--- config.mk ---
export PLATFORM = sky130hd
export DESIGN_NAME = pfre_modulo
export DESIGN_NICKNAME = d
export VERILOG_FILES = /design/src/hdl/page_frame_replacement_engine_defines.svh /design/src/hdl/pfre_pkg.sv /design/src/hdl/pfre_modulo.sv
export SDC_FILE = /design/constraint.sdc
export NUM_CORES = 1
export LEC_CHECK = 0
export ABC_AREA = 1
export BUFFER_PORTS_ARGS = -buffer_cell sky130_fd_sc_hd__buf_2
export CAP_MARGIN = 20
export CORE_MARGIN = 1
export CORE_UTILIZATION = 50
export DETAILED_ROUTE_END_ITERATION = 7
export PLACE_DENSITY = 0.73
export REMOVE_ABC_BUFFERS = 1
export SLEW_MARGIN = 15
export SYNTH_ARGS = -nofsm -noshare
export SYNTH_HDL_FRONTEND = slang
export SYNTH_SLANG_ARGS = --single-unit
export TNS_END_PERCENT = 50
--- constraint.sdc ---
create_clock -name clock -period 3.25 [get_ports clock]
set_input_delay 0.325 -clock clock [delete_from_list [all_inputs] [get_ports clock]]
set_output_delay 0.325 -clock clock [all_outputs]
set_load 0.01 [all_outputs]
--- src/hdl/page_frame_replacement_engine_defines.svh ---
// Assertion macros for the page frame replacement engine
`ifndef PAGE_FRAME_REPLACEMENT_ENGINE_DEFINES_SVH
`define PAGE_FRAME_REPLACEMENT_ENGINE_DEFINES_SVH

// Same-cycle implication, disabled during reset
`define PFRE_ASSERT_NOW(label, clk, rst, ante, cons, msg) \
   label: assert property (@(posedge clk) disable iff (rst) (ante) |-> (cons)) \
      else $error(msg);

// Next-cycle implication, disabled during reset
`define PFRE_ASSERT_NEXT(label, clk, rst, ante, cons, msg) \
   label: assert property (@(posedge clk) disable iff (rst) (ante) |=> (cons)) \
      else $error(msg);

`endif

--- src/hdl/pfre_pkg.sv ---
// Shared constants, codes and types of the page frame replacement engine
`timescale 1ns / 1ps
`default_nettype none
package pfre_pkg;

   localparam int FRAMES     = 128;
   localparam int FRAME_W    = $clog2(FRAMES);
   localparam int CNT_W      = FRAME_W + 1;
   localparam int AGE_W      = 32;
   localparam int TIME_W     = 32;
   localparam int RND_W      = 31;
   localparam int DIV_STEPS  = RND_W;
   localparam int DIV_CNT_W  = $clog2(DIV_STEPS);
   localparam int CSR_IDX_W  = 2;
   localparam int CSR_DATA_W = 32;

   localparam logic [AGE_W-1:0] AGE_TOP = {1'b1, {(AGE_W-1){1'b0}}};

   // Replacement policies
   localparam logic [2:0] POL_FIFO   = 3'd0;
   localparam logic [2:0] POL_RANDOM = 3'd1;
   localparam logic [2:0] POL_CLOCK  = 3'd2;
   localparam logic [2:0] POL_NRU    = 3'd3;
   localparam logic [2:0] POL_AGING  = 3'd4;
   localparam logic [2:0] POL_WS     = 3'd5;

   // Request kinds
   localparam logic [1:0] REQ_ACCESS  = 2'd0;
   localparam logic [1:0] REQ_ALLOC   = 2'd1;
   localparam logic [1:0] REQ_RELEASE = 2'd2;

   // Register indexes
   localparam logic [CSR_IDX_W-1:0] CSR_POLICY   = 2'd0;
   localparam logic [CSR_IDX_W-1:0] CSR_ACTIVE   = 2'd1;
   localparam logic [CSR_IDX_W-1:0] CSR_NRU_INT  = 2'd2;
   localparam logic [CSR_IDX_W-1:0] CSR_WS_TAU   = 2'd3;

   typedef enum logic [3:0] {
      ST_IDLE,
      ST_POP,
      ST_DIV,
      ST_CLOCK,
      ST_NRU,
      ST_AGE_RD,
      ST_AGE_WR,
      ST_MIN_RD,
      ST_MIN_CMP,
      ST_WS_RD,
      ST_WS_CMP,
      ST_GRANT
   } state_type;

   // Frame table write port
   typedef struct packed {
      logic               age_en;
      logic               lu_en;
      logic [FRAME_W-1:0] addr;
      logic [AGE_W-1:0]   age;
      logic [TIME_W-1:0]  lu;
   } tbl_wr_type;

   // Release queue control
   typedef struct packed {
      logic               push;
      logic               pop;
      logic [FRAME_W-1:0] data;
   } fifo_ctl_type;

   // Modulo unit request
   typedef struct packed {
      logic             start;
      logic [RND_W-1:0] dividend;
      logic [CNT_W-1:0] divisor;
   } mod_req_type;

endpackage
`default_nettype wire

--- src/hdl/pfre_modulo.sv ---
// Bit-serial restoring modulo unit, one quotient bit per cycle
`timescale 1ns / 1ps
`default_nettype none
module pfre_modulo (
   input  wire                          clock,
   input  wire                          reset,
   input  pfre_pkg::mod_req_type        req,
   output logic                         done,
   output logic [pfre_pkg::FRAME_W-1:0] remainder
);

   logic                           busy_ff, busy_in;
   logic                           done_ff, done_in;
   logic [pfre_pkg::DIV_CNT_W-1:0] cnt_ff, cnt_in;
   logic [pfre_pkg::RND_W-1:0]     div_ff, div_in;
   logic [pfre_pkg::CNT_W-1:0]     rem_ff, rem_in;
   logic [pfre_pkg::CNT_W-1:0]     dsr_ff, dsr_in;
   logic [pfre_pkg::CNT_W-1:0]     trial;

   // Shift in the next dividend bit
   assign trial = {rem_ff[pfre_pkg::FRAME_W-1:0], div_ff[pfre_pkg::RND_W-1]};

   // Step the division
   always_comb begin
      busy_in = busy_ff;
      done_in = 1'b0;
      cnt_in  = cnt_ff;
      div_in  = div_ff;
      rem_in  = rem_ff;
      dsr_in  = dsr_ff;
      if (req.start) begin
         busy_in = 1'b1;
         cnt_in  = '0;
         div_in  = req.dividend;
         rem_in  = '0;
         dsr_in  = req.divisor;
      end else if (busy_ff) begin
         rem_in = (trial >= dsr_ff) ? trial - dsr_ff : trial;
         div_in = {div_ff[pfre_pkg::RND_W-2:0], 1'b0};
         cnt_in = cnt_ff + 1'b1;
         if (cnt_ff == pfre_pkg::DIV_CNT_W'(pfre_pkg::DIV_STEPS - 1)) begin
            busy_in = 1'b0;
            done_in = 1'b1;
         end
      end
   end

   always_ff @(posedge clock) begin
      if (reset) begin
         busy_ff <= 1'b0;
         done_ff <= 1'b0;
      end else begin
         busy_ff <= busy_in;
         done_ff <= done_in;
      end
      cnt_ff <= cnt_in;
      div_ff <= div_in;
      rem_ff <= rem_in;
      dsr_ff <= dsr_in;
   end

   assign done      = done_ff;
   assign remainder = rem_ff[pfre_pkg::FRAME_W-1:0];

endmodule
`default_nettype wire

* Yosys cells after proc, flatten, opt, wreduce, memory -nomap -nowiden
Index checks and enable logic that the tools add are counted.
Word-level totals: register bits 53, input port bits 42, output and inout bits 8, word-level logic and storage cells 20
Operators by class: $add $sub $neg 2, $lt $le $gt $ge 1, equality and inequality tests 1, mux-type cells 7, bitwise logic cells 1, reduce and logical (&&, ||, !) cells 2
Operators with widths (number):
- 2-to-1 mux 31 bit | 2
- greater-or-equal comparator 8 bit | 1
- 2-to-1 mux 7 bit | 1
- subtractor 7 bit | 1
- adder 5 x 1 -> 5 bit, second input constant | 1
- equality test 5 bit, second input constant | 1
- 2-to-1 mux 1 bit | 4
- OR reduction 3 bit | 1
- nonzero test 2 bit | 1
- NOT 1 bit | 1

* Longest topological paths before layout
Gate-level depths: netlist of the first run.
depth in word-level cells 4, gate-level depth with buffers 14, depth with buffers taken out 14

* Worst setup path after synthesis of the first run
No wires, ideal clock.
path type register to register, start point register div_ff[30] (netlist name), end point register rem_ff[5] (netlist name), library setup time 112 ps, arrival 1638 ps, required time 3138 ps, setup slack 1500 ps, stages on the path, launching flop included 15, buffers on the path 0, clock period less this slack 1750 ps, cell sequence edfxtp_1 > inv_1 > ha_1 > inv_1 > fa_1 > nand2_1 > nand2_1 > nand2_1 > nand2_2 > nand2_4 > nand3_1 > nand2_1 > clkinv_1 > nand2_1 > nand2_1
Between the ends: longest elaborated chain between the ends 2, elaborated cells between the ends (all ways) 3, classes of those cells add/sub (1); order compare (1); mux (1)
Ends and longest elaborated chain:
- start, declared | line pfre_modulo.sv:15 | logic [pfre_pkg::RND_W-1:0] div_ff, div_in;
- start signal, assigned | line pfre_modulo.sv:57 | div_ff <= div_in;
- subtractor 7 bit or greater-or-equal comparator 8 bit (tied branches) | line pfre_modulo.sv:38 | rem_in = (trial >= dsr_ff) ? trial - dsr_ff : trial;
- 2-to-1 mux 7 bit (*) | line pfre_modulo.sv:38
- end signal, assigned | line pfre_modulo.sv:58 | rem_ff <= rem_in;
- end, declared | line pfre_modulo.sv:16 | logic [pfre_pkg::CNT_W-1:0] rem_ff, rem_in;
Mark *: on every way between the ends. The rest lies on a longest branch, timed or not. A chain may end at the register's enable or synchronous reset.

* Worst setup path after layout of the first run
Same ends and word-level chain as after synthesis.

==> results, run 1 <==
- The flow ran to the end, and the final reports show no timing, DRC or antenna violations.
- The most critical setup path has its endpoint at rem_ff[5]$_SDFFE_PP0P_.
- Leaving out filler cells and counting taps, the final layout contains 411.
- VDD sags by at most 0.248 mV.
- Dividing the detail-routed via count by the number of cells gives 4.83.
- Power spread over the standard cell area amounts to 473 mW/mm².
- The post-cts resize count is 0.
- Among all stages on the critical path, the largest delay is contributed by sky130_fd_sc_hd__fa_1.
- TritonCTS built the clock tree.
- The most numerous cell in the Yosys netlist is sky130_fd_sc_hd__nand2_1.
- The startpoint type of the worst setup path is a flip-flop.
- The area of the die is 0.00547 mm².
- The period utilization is 0.592.
- The clock passes through at most 2 buffers.
- The critical path's top delay family is simple AND/OR/NAND/NOR gates.
- The main flop type after synthesis is sky130_fd_sc_hd__edfxtp_1.
- After clock tree synthesis, the setup repair step added 0 buffers.
- Of all cell types, the one taking the most synthesized area is sky130_fd_sc_hd__edfxtp_1.
- In this run, CTS created clock tree buffers numbering 5.
- In this run the critical register-to-register path is launched from div_ff[30]$_DFFE_PP_.
- The multi-input logic area is 980 µm².
- For the finished layout, the period the worst path requires is 1920 ps.
- The count of inserted antenna diode cells is 0.
- The sequential cell area in the final layout is 0.00145 mm².
- The final hold violation count is 0.
- The achievable frequency is 520 MHz.
- The critical path runs through a total of 14 cells.
- The analysis attributes to cell leakage a power of 1.52 nW.
- In this run, synthesis inferred 39 flip-flops with an integrated enable.
- The via count of the first global-routing pass came to 1,906.
- The share of total power dissipated in sequential elements is 0.569.
- For this run, the detailed router's first-pass iteration total came to 4.
- The first global-routing pass estimated 7910 µm of wire.
- At the worst endpoint, the required time is 3450 ps.
- The residual overflow from global routing is 0.
- For flop-to-flop paths, the worst setup slack is 1330 ps.
- The floorplan die height is 74.0 µm.
- Entering global routing, the biggest net connects 36 pins.
- The total standard cell area after synthesis is 0.00259 mm².
- For this run, the post-layout net count is 396.
- After detailed routing, the average wire length per cell comes to 11.1 µm.
- The layer flagged by global routing as most heavily used is met2.
- During placement, the flow inserted port buffers numbering 49.
- The switching component of the power is 0.000335 W.
- The fraction of power spent switching nets is 0.236.
- The type of the setup path with the least slack is flip-flop to flip-flop.
- Of the total power, the clock network draws 0.307.
- Routability-driven placement finished with a final weighted congestion of 0.842.
- The worst hold slack after final layout is 189 ps.
- Between clock sinks in the finished design, the worst skew comes to 9.25 ps.
- CTS built an H-tree with a depth of 2.
- Max-cap violations in this run came to 0.
- The finished cells cover 0.00301 mm².
- Counting flops with an async set or reset pin after synthesis yields a share of 0.
- The largest fanout on the critical path is 8.
- Walking the worst path, the cells encountered are inv_1, ha_1, inv_1, fa_1, nand2_1, nand2_1, nand2_1, nand2_2, nand2_4, nand3_1, nand2_1, clkinv_1, nand2_1, nand2_1.
- 50 I/O pins were placed.
- The routed wire length is 4580 µm.
- For met2 alone, demand over resource in global routing was 0.335.
- The share of synthesized area in the top cell type comes to 0.452.
- The tree is rooted in a sky130_fd_sc_hd__clkbuf_8.
- The netlist uses 32 different library cells.
- In the synthesized netlist, the number of instances is 293.
- Tracing the worst setup path back leads to its startpoint at div_ff[30]$_DFFE_PP_.
- Summing all placed instances gives a cell area of 0.00290 mm².
- After the first detailed-routing iteration, the DRC count stood at 87.
- The share of synthesized area occupied by flip-flops and latches is 0.560.
- The number of antenna violations at the first check in global routing is 0.
- The flop and latch count out of synthesis is 53.
- The total number of yosys warnings is 0.
- The worst-case headroom to the max-slew limit is 0.637.
- The logic depth of the worst register-to-register path is 14.
- The biggest cell delay along the critical path is 410 ps.
- The clock reaches the later pin of the worst-skew pair after 310 ps.
- The internal power component is 0.00109 W.
- The area growth from synthesis to layout is 16.0%.
- The die boundary width is 74.0 µm.
- For this design, the sink count on the clock tree is 53.
- The share of total power dissipated in combinational logic is 0.124.
- STA puts the critical path data arrival time at 2130 ps.
- For met3 alone, demand over resource in global routing was 0.0434.
- Across every metal layer, demand over resource in global routing totals 0.190.
- The aggregate negative setup slack is 0 ps.
- The HPWL after detailed placement is 3320 µm.
- The total of hold buffers inserted after clock tree synthesis is 0.
- After clock tree synthesis, the clock-pin slew on the worst setup and hold paths is 90 ps.
- In the global route stage, met1 resource usage came out at 0.229.
- By instance count, the cell type seen most on the critical path is sky130_fd_sc_hd__nand2_1.
- The initial standard-cell utilization of the core is 0.534.
- STA classifies the critical path endpoint as a flip-flop.
- The reg-to-reg critical path endpoint is rem_ff[5]$_SDFFE_PP0P_.
- Counting the fill cells in the layout gives 423.
- For this run, design rule violations remaining after detail routing come to 0.
- Including well taps, the total number of placed cells is 403.
- The number of placement rows is 25.
- Total power for the finished layout comes to 0.00142 W.
- The ratio of cells with drive above 1 in the final layout is 0.209.
- For the pin with the worst max-slew slack, the measured transition is 544 ps.
- The final max-slew violation count is 0.
- The buffer and inverter count on the worst path is 3.
- Setup violations remaining at the end of the flow were counted as 0.
- The mean area per synthesized cell is 8.84 µm².
- After synthesis, the most frequently instantiated cells are sky130_fd_sc_hd__nand2_1, sky130_fd_sc_hd__edfxtp_1, sky130_fd_sc_hd__inv_1.
- Once detail routing completed, the nets flagged for antenna violations numbered 0.
- Detailed routing inserted a total of 1,986 vias.
- The worst hold path belongs to the class primary input to flip-flop.
- The placeable core region is 0.00485 mm².
- By area the synthesized netlist is led by sky130_fd_sc_hd__edfxtp_1, sky130_fd_sc_hd__nand2_1, sky130_fd_sc_hd__dfxtp_1.
- Setup repair after global routing left no endpoint under its margin.
worst min path at each step:
| stage | startpoint | end | cells past startpoint |
|---|---|---|---|
| CTS | reset | busy_ff$_SDFF_PP0_ | 2 |
| global route | req[3] | dsr_ff[3]$_DFFE_PP_ | 1 |
| finish | reset | busy_ff$_SDFF_PP0_ | 2 |
| global placement | rem_ff[6]$_SDFFE_PP0P_ | rem_ff[6]$_SDFFE_PP0P_ | 2 |
| detailed placement | rem_ff[6]$_SDFFE_PP0P_ | rem_ff[6]$_SDFFE_PP0P_ | 2 |
| floorplan | reset | busy_ff$_SDFF_PP0_ | 1 |
flip-flops by register name (all words and copies together) (netlist names):
signal,cells
cnt_ff,5
rem_ff,7
div_ff,31
busy_ff,1
dsr_ff,8
done,1
stage by stage:
stage | utilization | setup slack, ps
CTS | 0.620 | 1320
global placement | 0.598 | 1430
global route | 0.620 | 1130
finish | 0.620 | 1330
detailed placement | 0.598 | 1340
floorplan | - | 1500
cells in the final DEF (no fill, tap or decap), drive strengths merged:
cell type,Yosys,final
ha,10,10
nand4,3,3
nor4,1,1
clkinv,1,2
a21oi,7,7
fa,1,1
edfxtp,39,39
nand2,134,134
xor2,1,1
dfxtp,14,14
nand3b,1,1
nor3,1,1
xnor2,1,1
nor2,11,11
bufinv,0,1
a31oi,1,1
inv,32,32
clkbuf,2,6
nand3,19,19
buf,6,51
and3,1,1
o21ai,7,7
cells by family (layout without fill, tap and decap cells):
family | after synthesis | count (layout) | synth area share
fa+ha+maj | 11 | 11 | 0.0560
buf+inv | 41 | 92 | 0.0618
simple gates | 171 | 171 | 0.282
compound gates | 15 | 15 | 0.0338
xor+xnor | 2 | 2 | 0.00676
flops | 53 | 53 | 0.560
per-layer routing:
layer / wire length [µm] / part of all wire
met1: 2110 / 0.46
met2: 2150 / 0.47
met3: 263 / 0.057
met4: 63 / 0.014
met5: 0 / 0
power by group through the flow:
| stage | Clock [W] | Sequential, W | Combinational [W] |
|---|---|---|---|
| 2_1_floorplan | 0 | 0.000822 | 0.000113 |
| 3_3_place_gp | 0 | 0.000824 | 0.000172 |
| 3_5_place_dp | 0 | 0.000826 | 0.000177 |
| 4_1_cts | 0.000448 | 0.000810 | 0.000178 |
| 5_1_grt | 0.000470 | 0.000817 | 0.000202 |
| 6_report | 0.000437 | 0.000810 | 0.000176 |
final cells by class:
cell class                      count  share of cell area
Tap cell                           67              0.0279
Timing Repair Buffer               51              0.0866
Clock buffer                        6              0.0241
Inverter                           33              0.0412
Clock inverter                      2              0.0117
Multi-Input combinational cell    199               0.326
Sequential cell                    53               0.483
Power figures use the tool's default switching activity.
==> inputs of run 2 (changes only) <==
--- a/config.mk
+++ b/config.mk
@@ -9,9 +9,9 @@
 export BUFFER_PORTS_ARGS = -buffer_cell sky130_fd_sc_hd__buf_2
 export CAP_MARGIN = 20
 export CORE_MARGIN = 1
-export CORE_UTILIZATION = 50
+export CORE_UTILIZATION = 49
 export DETAILED_ROUTE_END_ITERATION = 7
-export PLACE_DENSITY = 0.73
+export PLACE_DENSITY = 0.75
 export REMOVE_ABC_BUFFERS = 1
 export SLEW_MARGIN = 15
 export SYNTH_ARGS = -nofsm -noshare
==> constraint.sdc (replaced) <==
create_clock -name clock -period 1.73 [get_ports clock]
set_input_delay 0.173 -clock clock [delete_from_list [all_inputs] [get_ports clock]]
set_output_delay 0.173 -clock clock [all_outputs]
set_load 0.01 [all_outputs]
==> run 2 against run 1 <==
Hold slack worse by 140 ps. Critical endpoint is now rem_ff[4]$_SDFFE_PP0P_. Highest routed layer unchanged. Sequential share of layout area decreased by 2.7 points. Non-clock buffer count increased by 13. Sequential cell count did not move. First-iteration DRC count down 13%. Die area rose by 2.0%.
==> results, run 2 (same netlist as run 1, synthesis figures left out) <==
- The count of endpoints failing setup in the final report is 0 (unchanged).
- The overall global routing resource usage came to 0.194 (+0.00400).
- The largest clock skew in the final design came to 3.22 ps (-6.03 ps).
- The number of H-tree levels is 2 (unchanged).
- The worst endpoint required time is 1930 ps (-1520 ps).
- The floorplan die height was 74.7 µm (+0.99%).
- Compared with the post-synthesis result, the final layout area differs by 23.0%.
- The routed wire length is 4880 µm (+6.4%).
- The sequential power share is 0.547 (-0.022).
- The final cell utilization of the core is 0.624 (+0.00383).
- The number of top-level design ports came to 50 (unchanged).
- The clock latency reported for the late side of the worst-skew pair came to 300 ps (about the same).
- The ratio of cells with drive above 1 in the final layout is 0.275 (+0.0652).
- The proportion of power drawn by the clock network is 0.312 (+0.005).
- The final max-slew violation count is 0 (unchanged).
- The largest fanout on the critical path came to 3 (-5).
- The number of placement rows was 26 (+4.0%).
- The number of buffers added on ports is 49 (unchanged).
- In the layout the commonest cells are sky130_fd_sc_hd__nand2_1, sky130_fd_sc_hd__buf_2, sky130_fd_sc_hd__edfxtp_1, sky130_fd_sc_hd__inv_1.
- The achievable frequency is 578 MHz (+11%).
- The leakage power figure came to 1.61 nW (+5.8%).
- The worst-margin pin slew is 540 ps (-4.38 ps).
- The flow ran to the end, and the final reports show no timing, DRC or antenna violations.
- The count of clock tree sinks is 53 (unchanged).
- The largest vdd supply drop is 0.577 mV (+130%).
- The ratio of total power to cell area is 872 mW/mm² (+84%).
- The total of hold buffers inserted after clock tree synthesis is 0 (unchanged).
- The length of the first detailed-routing pass in iterations came to 4 (unchanged).
- The combinational fraction of design power came to 0.141 (+0.017).
- The number of vias in the routed layout is 2,042 (+2.8%).
- The final hold violation count came to 0 (unchanged).
- TritonCTS built the clock tree.
- Leaving out fill and tap cells, the most frequent cell in the layout is sky130_fd_sc_hd__nand2_1.
- The summed area of non-filler cells in the final layout is 0.00319 mm² (+6.0%).
- The half-perimeter wire length after placement is 3420 µm (+2.9%).
- The average detailed-routed wire length per instance came to 11.4 µm (+2.4%).
- The period utilization was 0.999 (+0.407).
- The final antenna-violating net count was 0 (unchanged).
- The type of the setup path with the least slack is flip-flop to flip-flop.
- The clock buffer count from CTS is 5 (unchanged).
- The largest net degree at the start of global routing is 36 (unchanged).
- The fraction of power spent switching nets is 0.237 (+0.000753).
- The worst path arrival time came to 1930 ps (-200 ps).
- The internal power component is 0.00212 W (+95%).
- The global placement routability congestion is 0.877 (+4.1%).
- The cell depth of the worst hold path came to 2 (unchanged).
- The worst hold path belongs to the class primary input to flip-flop.
- The area of the die was 0.00558 mm² (+2.0%).
- In the final layout, the registers with the most flip-flops are div_ff: 31 flops, dsr_ff: 8 flops, rem_ff: 7 flops.
- The placeable core region was 0.00511 mm² (+5.3%).
- The count of routing violations after the opening detailed-route iteration came to 76 (-13%).
- The number of remaining DRC errors came to 0 (unchanged).
- The switching component of the power was 0.000657 W (+96%).
- The wire length of the first global-routing pass was 8200 µm (+3.7%).
- The number of antenna violations at the first check in global routing is 0 (unchanged).
- The total power is 0.00278 W (+95%).
- The worst-case headroom to the max-slew limit is 0.640 (+0.00293).
- The routed via count divided by cell count is 4.78 (-1.0%).
- The initial standard-cell utilization of the core is 0.507 (-0.0271).
- The via count of the first global-routing pass is 1,845 (-3.2%).
- The post-detailed-placement cell area came to 0.00296 mm² (+1.9%).
- The library cell used as clock root buffer is sky130_fd_sc_hd__clkbuf_8.
- The capturing element type of the critical path is a flip-flop.
- The post-route non-filler standard cell count is 427 (+3.9%).
- Counting flops per register, the top entry is div_ff.
- The clock transition at the registers of the reported paths is 90 ps (about the same).
- The number of flip-flops in the largest register is 31 (unchanged).
- Setup repair after global routing could not meet its margin everywhere.
- The worst hold slack after final layout is 46.9 ps (-142 ps).
- The die boundary width is 74.7 µm (+0.99%).
- The time the worst path needs with I/O delays and setup is 1730 ps (-196 ps).
- The residual overflow from global routing is 0 (unchanged).
- The buffer levels on the longest clock path is 2 (unchanged).
- The logic depth of the worst register-to-register path is 12 (-2).
- The startpoint type of the worst setup path is a flip-flop.
- The number of maximum-capacitance constraint violations came to 0 (unchanged).
- The number of nets in the final layout is 409 (+3.3%).
- The number of cells after detailed placement is 413 (+2.5%).
- The count of inserted antenna diode cells was 0 (unchanged).
==> run 2: timing repair <==
action / CTS / global route
pin swaps: 4 / 8
endpoints found under the setup margin: 7 / 7
buffers inserted: 1 / 5
resized for setup: 8 / 10
==> run 2: area by class of cell <==
| class | count | area (µm²) |
|---|---|---|
| Inverter | 33 | 126 |
| Clock buffer | 6 | 82.6 |
| Multi-Input combinational cell | 199 | 1040 |
| Fill cell | 435 | 1920 |
| Clock inverter | 2 | 37.5 |
| Sequential cell | 53 | 1450 |
| Timing Repair Buffer | 64 | 362 |
| Tap cell | 70 | 87.6 |
==> run 2: power groups by stage <==
stage	logic (W)	registers [W]	clock network [W]
3_5_place_dp	0.000356	0.00155	0
5_1_grt	0.000450	0.00153	0.000941
4_1_cts	0.000370	0.00152	0.000893
6_report	0.000392	0.00152	0.000867
2_1_floorplan	0.000212	0.00154	0
3_3_place_gp	0.000348	0.00155	0
==> run 2: path summary, 6_finish.rpt <==
path,startpoint,slack (ps),to
worst max-delay path,div_ff[30]$_DFFE_PP_,1,rem_ff[4]$_SDFFE_PP0P_
worst min register to register,rem_ff[6]$_SDFFE_PP0P_,480,rem_ff[6]$_SDFFE_PP0P_
worst min-delay path,reset,50,busy_ff$_SDFF_PP0_
worst max register to register,div_ff[30]$_DFFE_PP_,1,rem_ff[4]$_SDFFE_PP0P_
==> run 2: per-stage QoR <==
stage          setup TNS [ps]  setup slack, ps
5_1_grt                  -540             -114
2_1_floorplan           -20.2            -20.2
4_1_cts                     0             4.46
6_report                    0             1.27
3_3_place_gp            -83.5            -58.5
3_5_place_dp             -411             -104
==> run 2: worst max-delay path, stage by stage (launching register included) <==
cell	delay, ps
sky130_fd_sc_hd__edfxtp_1	380
sky130_fd_sc_hd__inv_2	90
sky130_fd_sc_hd__ha_4	150
sky130_fd_sc_hd__inv_4	40
sky130_fd_sc_hd__fa_2	340
sky130_fd_sc_hd__nand2_2	80
sky130_fd_sc_hd__nand2_4	60
sky130_fd_sc_hd__nand2_4	70
sky130_fd_sc_hd__buf_6	90
sky130_fd_sc_hd__xor2_1	130
sky130_fd_sc_hd__nand2_1	90
sky130_fd_sc_hd__nand3_2	70
sky130_fd_sc_hd__nand2_1	50
==> run 2: metal layers <==
layer,wire length (µm),vias up,part of all wire,track usage
met4,38,0,0.0078,0.0440
met3,205,4,0.042,0.0428
met2,2370,53,0.49,0.314
met5,0,-,0,0
met1,2270,921,0.46,0.268
li1,-,1064,-,-
==> inputs of run 3 (changes only) <==
--- a/config.mk
+++ b/config.mk
@@ -6,10 +6,13 @@
 export NUM_CORES = 1
 export LEC_CHECK = 0
 export ABC_AREA = 1
+export ABC_CLOCK_PERIOD_IN_PS = 1730
 export BUFFER_PORTS_ARGS = -buffer_cell sky130_fd_sc_hd__buf_2
 export CAP_MARGIN = 20
+export CELL_PAD_IN_SITES_DETAIL_PLACEMENT = 0
+export CELL_PAD_IN_SITES_GLOBAL_PLACEMENT = 1
 export CORE_MARGIN = 1
-export CORE_UTILIZATION = 49
+export CORE_UTILIZATION = 37
 export DETAILED_ROUTE_END_ITERATION = 7
 export PLACE_DENSITY = 0.75
 export REMOVE_ABC_BUFFERS = 1
==> run 3 against run 2 <==
Utilization down 16 points. Clock power fell by 1%. Non-clock buffer count down 1. First-iteration DRC count down 21%. Final area down 0.16%. Via count decreased by 0.93%. Global-route usage fell by 5.2 points. Wire length rose by 1.5%. Total power is 0.55% lower.
==> results, run 3 (same netlist as run 1, synthesis figures left out) <==
- STA classifies the critical path endpoint as a flip-flop.
- The final hold violation count is 0 (unchanged).
- The achievable frequency is 583 MHz (+0.82%).
- The ratio of cells with drive above 1 in the final layout came to 0.261 (-0.0133).
- The worst path arrival time is 1910 ps (-20 ps).
- The worst setup path is of the flip-flop to flip-flop kind.
- For this design, the slowest cell found on the critical path is sky130_fd_sc_hd__edfxtp_1.
- The number of maximum-capacitance constraint violations came to 0 (unchanged).
- The area of the die was 0.00734 mm² (+32%).
- In the layout the commonest cells are sky130_fd_sc_hd__nand2_1, sky130_fd_sc_hd__buf_2, sky130_fd_sc_hd__edfxtp_1, sky130_fd_sc_hd__inv_1, sky130_fd_sc_hd__nand3_1.
- The clock transition at the registers of the reported paths was 90 ps (about the same).
- The count of inserted antenna diode cells is 0 (unchanged).
- The buffer levels on the longest clock path was 2 (unchanged).
- The wire length of the first global-routing pass is 8360 µm (+1.9%).
- The largest vdd supply drop came to 0.545 mV (-5.6%).
- The total power is 0.00276 W (-0.55%).
- The total of hold buffers inserted after clock tree synthesis came to 0 (unchanged).
- The layout filler cell count is 686 (+58%).
- The initial standard-cell utilization of the core was 0.381 (-0.126).
- Walking the worst path, the cells encountered are inv_2, ha_4, inv_2, fa_2, nand2_2, nand2_2, nand2_2, nand2_2, nand2_4, nand3_2, nand2_1, inv_2, nand2_1, nand2_1.
- The time the worst path needs with I/O delays and setup came to 1710 ps (-14.1 ps).
- The TritonCTS clock tree is built.
- The largest clock skew in the final design is 6.89 ps (+3.68 ps).
- The die boundary width is 85.7 µm (+15%).
- The count of clock tree sinks is 53 (unchanged).
- The half-perimeter wire length after placement is 3630 µm (+6.2%).
- The via count of the first global-routing pass is 1,958 (+6.1%).
- Setup repair after global routing could not meet its margin everywhere.
- The overall global routing resource usage is 0.142 (-0.0522).
- The worst endpoint required time is 1930 ps (about the same).
- The count of routing violations after the opening detailed-route iteration is 60 (-21%).
- The startpoint type of the worst setup path is a flip-flop.
- The period utilization is 0.991 (-0.00816).
- The number of placement rows came to 30 (+15%).
- The worst-case headroom to the max-slew limit came to 0.633 (-0.00664).
- The leakage power figure is 1.60 nW (-0.69%).
- The final max-slew violation count is 0 (unchanged).
- The biggest cell delay along the critical path is 380 ps (about the same).
- The ratio of total power to cell area is 868 mW/mm² (-0.40%).
- The worst-margin pin slew is 550 ps (+9.94 ps).
- The length of the first detailed-routing pass in iterations was 4 (unchanged).
- The sequential cell area in the final layout is 0.00145 mm² (unchanged).
- The largest registers in the layout are div_ff: 31 flops, dsr_ff: 8 flops, rem_ff: 7 flops.
- The final cell utilization of the core is 0.468 (-0.156).
- The aggregate negative setup slack came to 0 ps (unchanged).
- The tree is rooted in a sky130_fd_sc_hd__clkbuf_8.
- The final antenna-violating net count is 0 (unchanged).
- The number of antenna violations at the first check in global routing is 0 (unchanged).
- The clock buffer count from CTS is 5 (unchanged).
- The cell depth of the worst hold path was 1 (-1).
- The number of remaining DRC errors is 0 (unchanged).
- The routed wire length is 4950 µm (+1.5%).
- The global placement routability congestion came to 0.741 (-16%).
- The number of flip-flops in the largest register is 31 (unchanged).
- The largest net degree at the start of global routing is 36 (unchanged).
- The library cell used most frequently in the layout, excluding fill and tap cells, is sky130_fd_sc_hd__nand2_1.
- The placeable core region is 0.00679 mm² (+33%).
- The routed via count divided by cell count is 4.48 (-6.4%).
- The number of top-level design ports was 50 (unchanged).
- The number of nets in the final layout is 408 (-0.24%).
- The register with the most flip-flops in the final layout is div_ff.
- The largest fanout on the critical path is 8 (+5).
- The multi-input logic area came to 0.00101 mm² (-3.1%).
- The run finished with clean final reports.
- The number of vias in the routed layout was 2,023 (-0.93%).
- The kind of path behind the tightest hold check is primary input to flip-flop.
- The number of buffers added on ports is 49 (unchanged).
- The residual overflow from global routing is 0 (unchanged).
- The floorplan die height is 85.7 µm (+15%).
- The count of endpoints failing setup in the final report was 0 (unchanged).
- The number of H-tree levels is 2 (unchanged).
- Among the stages of the critical path, the cell type that occurs most often is sky130_fd_sc_hd__nand2_2.
- The average detailed-routed wire length per instance came to 10.9 µm (-4.1%).
- The area growth from synthesis to layout is 22.8%.
- The logic depth of the worst register-to-register path is 14 (+2).
- The clock latency reported for the late side of the worst-skew pair is 300 ps (about the same).
==> run 3: worst max-delay path, delay by kind of cell, from the launching register on <==
kind	cells	cell delay, ps
adders and majority gates	2	480
buffers and inverters	3	160
DFF	1	380
and+or+nand+nor	9	600
==> run 3: power by group <==
group	internal [W]	switching (W)	total (W)
Combinational	0.000166	0.000221	0.000386
Clock	0.000472	0.000385	0.000857
Sequential	0.00148	0.0000352	0.00152
==> run 3: repair_timing <==
item,4_1_cts,5_1_grt
pin swaps,5,5
endpoints found under the setup margin,7,7
buffers inserted,4,1
resized for setup,9,1
==> run 3: through the flow <==
stage / cell area (µm²) / std cells / setup slack, ps / hold slack [ps]
final: 3180 / 452 / 15.4 / 45.0
after global routing: 3180 / 452 / -122 / 27.6
after CTS: 3170 / 451 / 1.18 / 32.8
after detailed placement: 3000 / 439 / -130 / 351
after global placement: 3000 / 439 / -106 / 352
after floorplan: 2550 / 285 / -20.2 / 242
==> run 3: final cells by class <==
type,instances,share of cell area
Inverter,33,0.0389
Clock inverter,1,0.00944
Multi-Input combinational cell,199,0.317
Sequential cell,53,0.456
Tap cell,96,0.0378
Clock buffer,7,0.0271
Timing Repair Buffer,63,0.114
==> run 3: per-layer routing <==
layer	part of all wire	GRT usage
met4	0.0069	0.0333
met1	0.47	0.177
met5	0	0
met3	0.052	0.0366
met2	0.47	0.247
==> run 3: worst paths after layout <==
| kind | slack [ps] | startpoint | end |
|---|---|---|---|
| max | 20 | div_ff[30]$_DFFE_PP_ | rem_ff[5]$_SDFFE_PP0P_ |
| min | 40 | req[3] | dsr_ff[3]$_DFFE_PP_ |
| max reg2reg | 20 | div_ff[30]$_DFFE_PP_ | rem_ff[5]$_SDFFE_PP0P_ |
| min reg2reg | 490 | rem_ff[6]$_SDFFE_PP0P_ | rem_ff[6]$_SDFFE_PP0P_ |
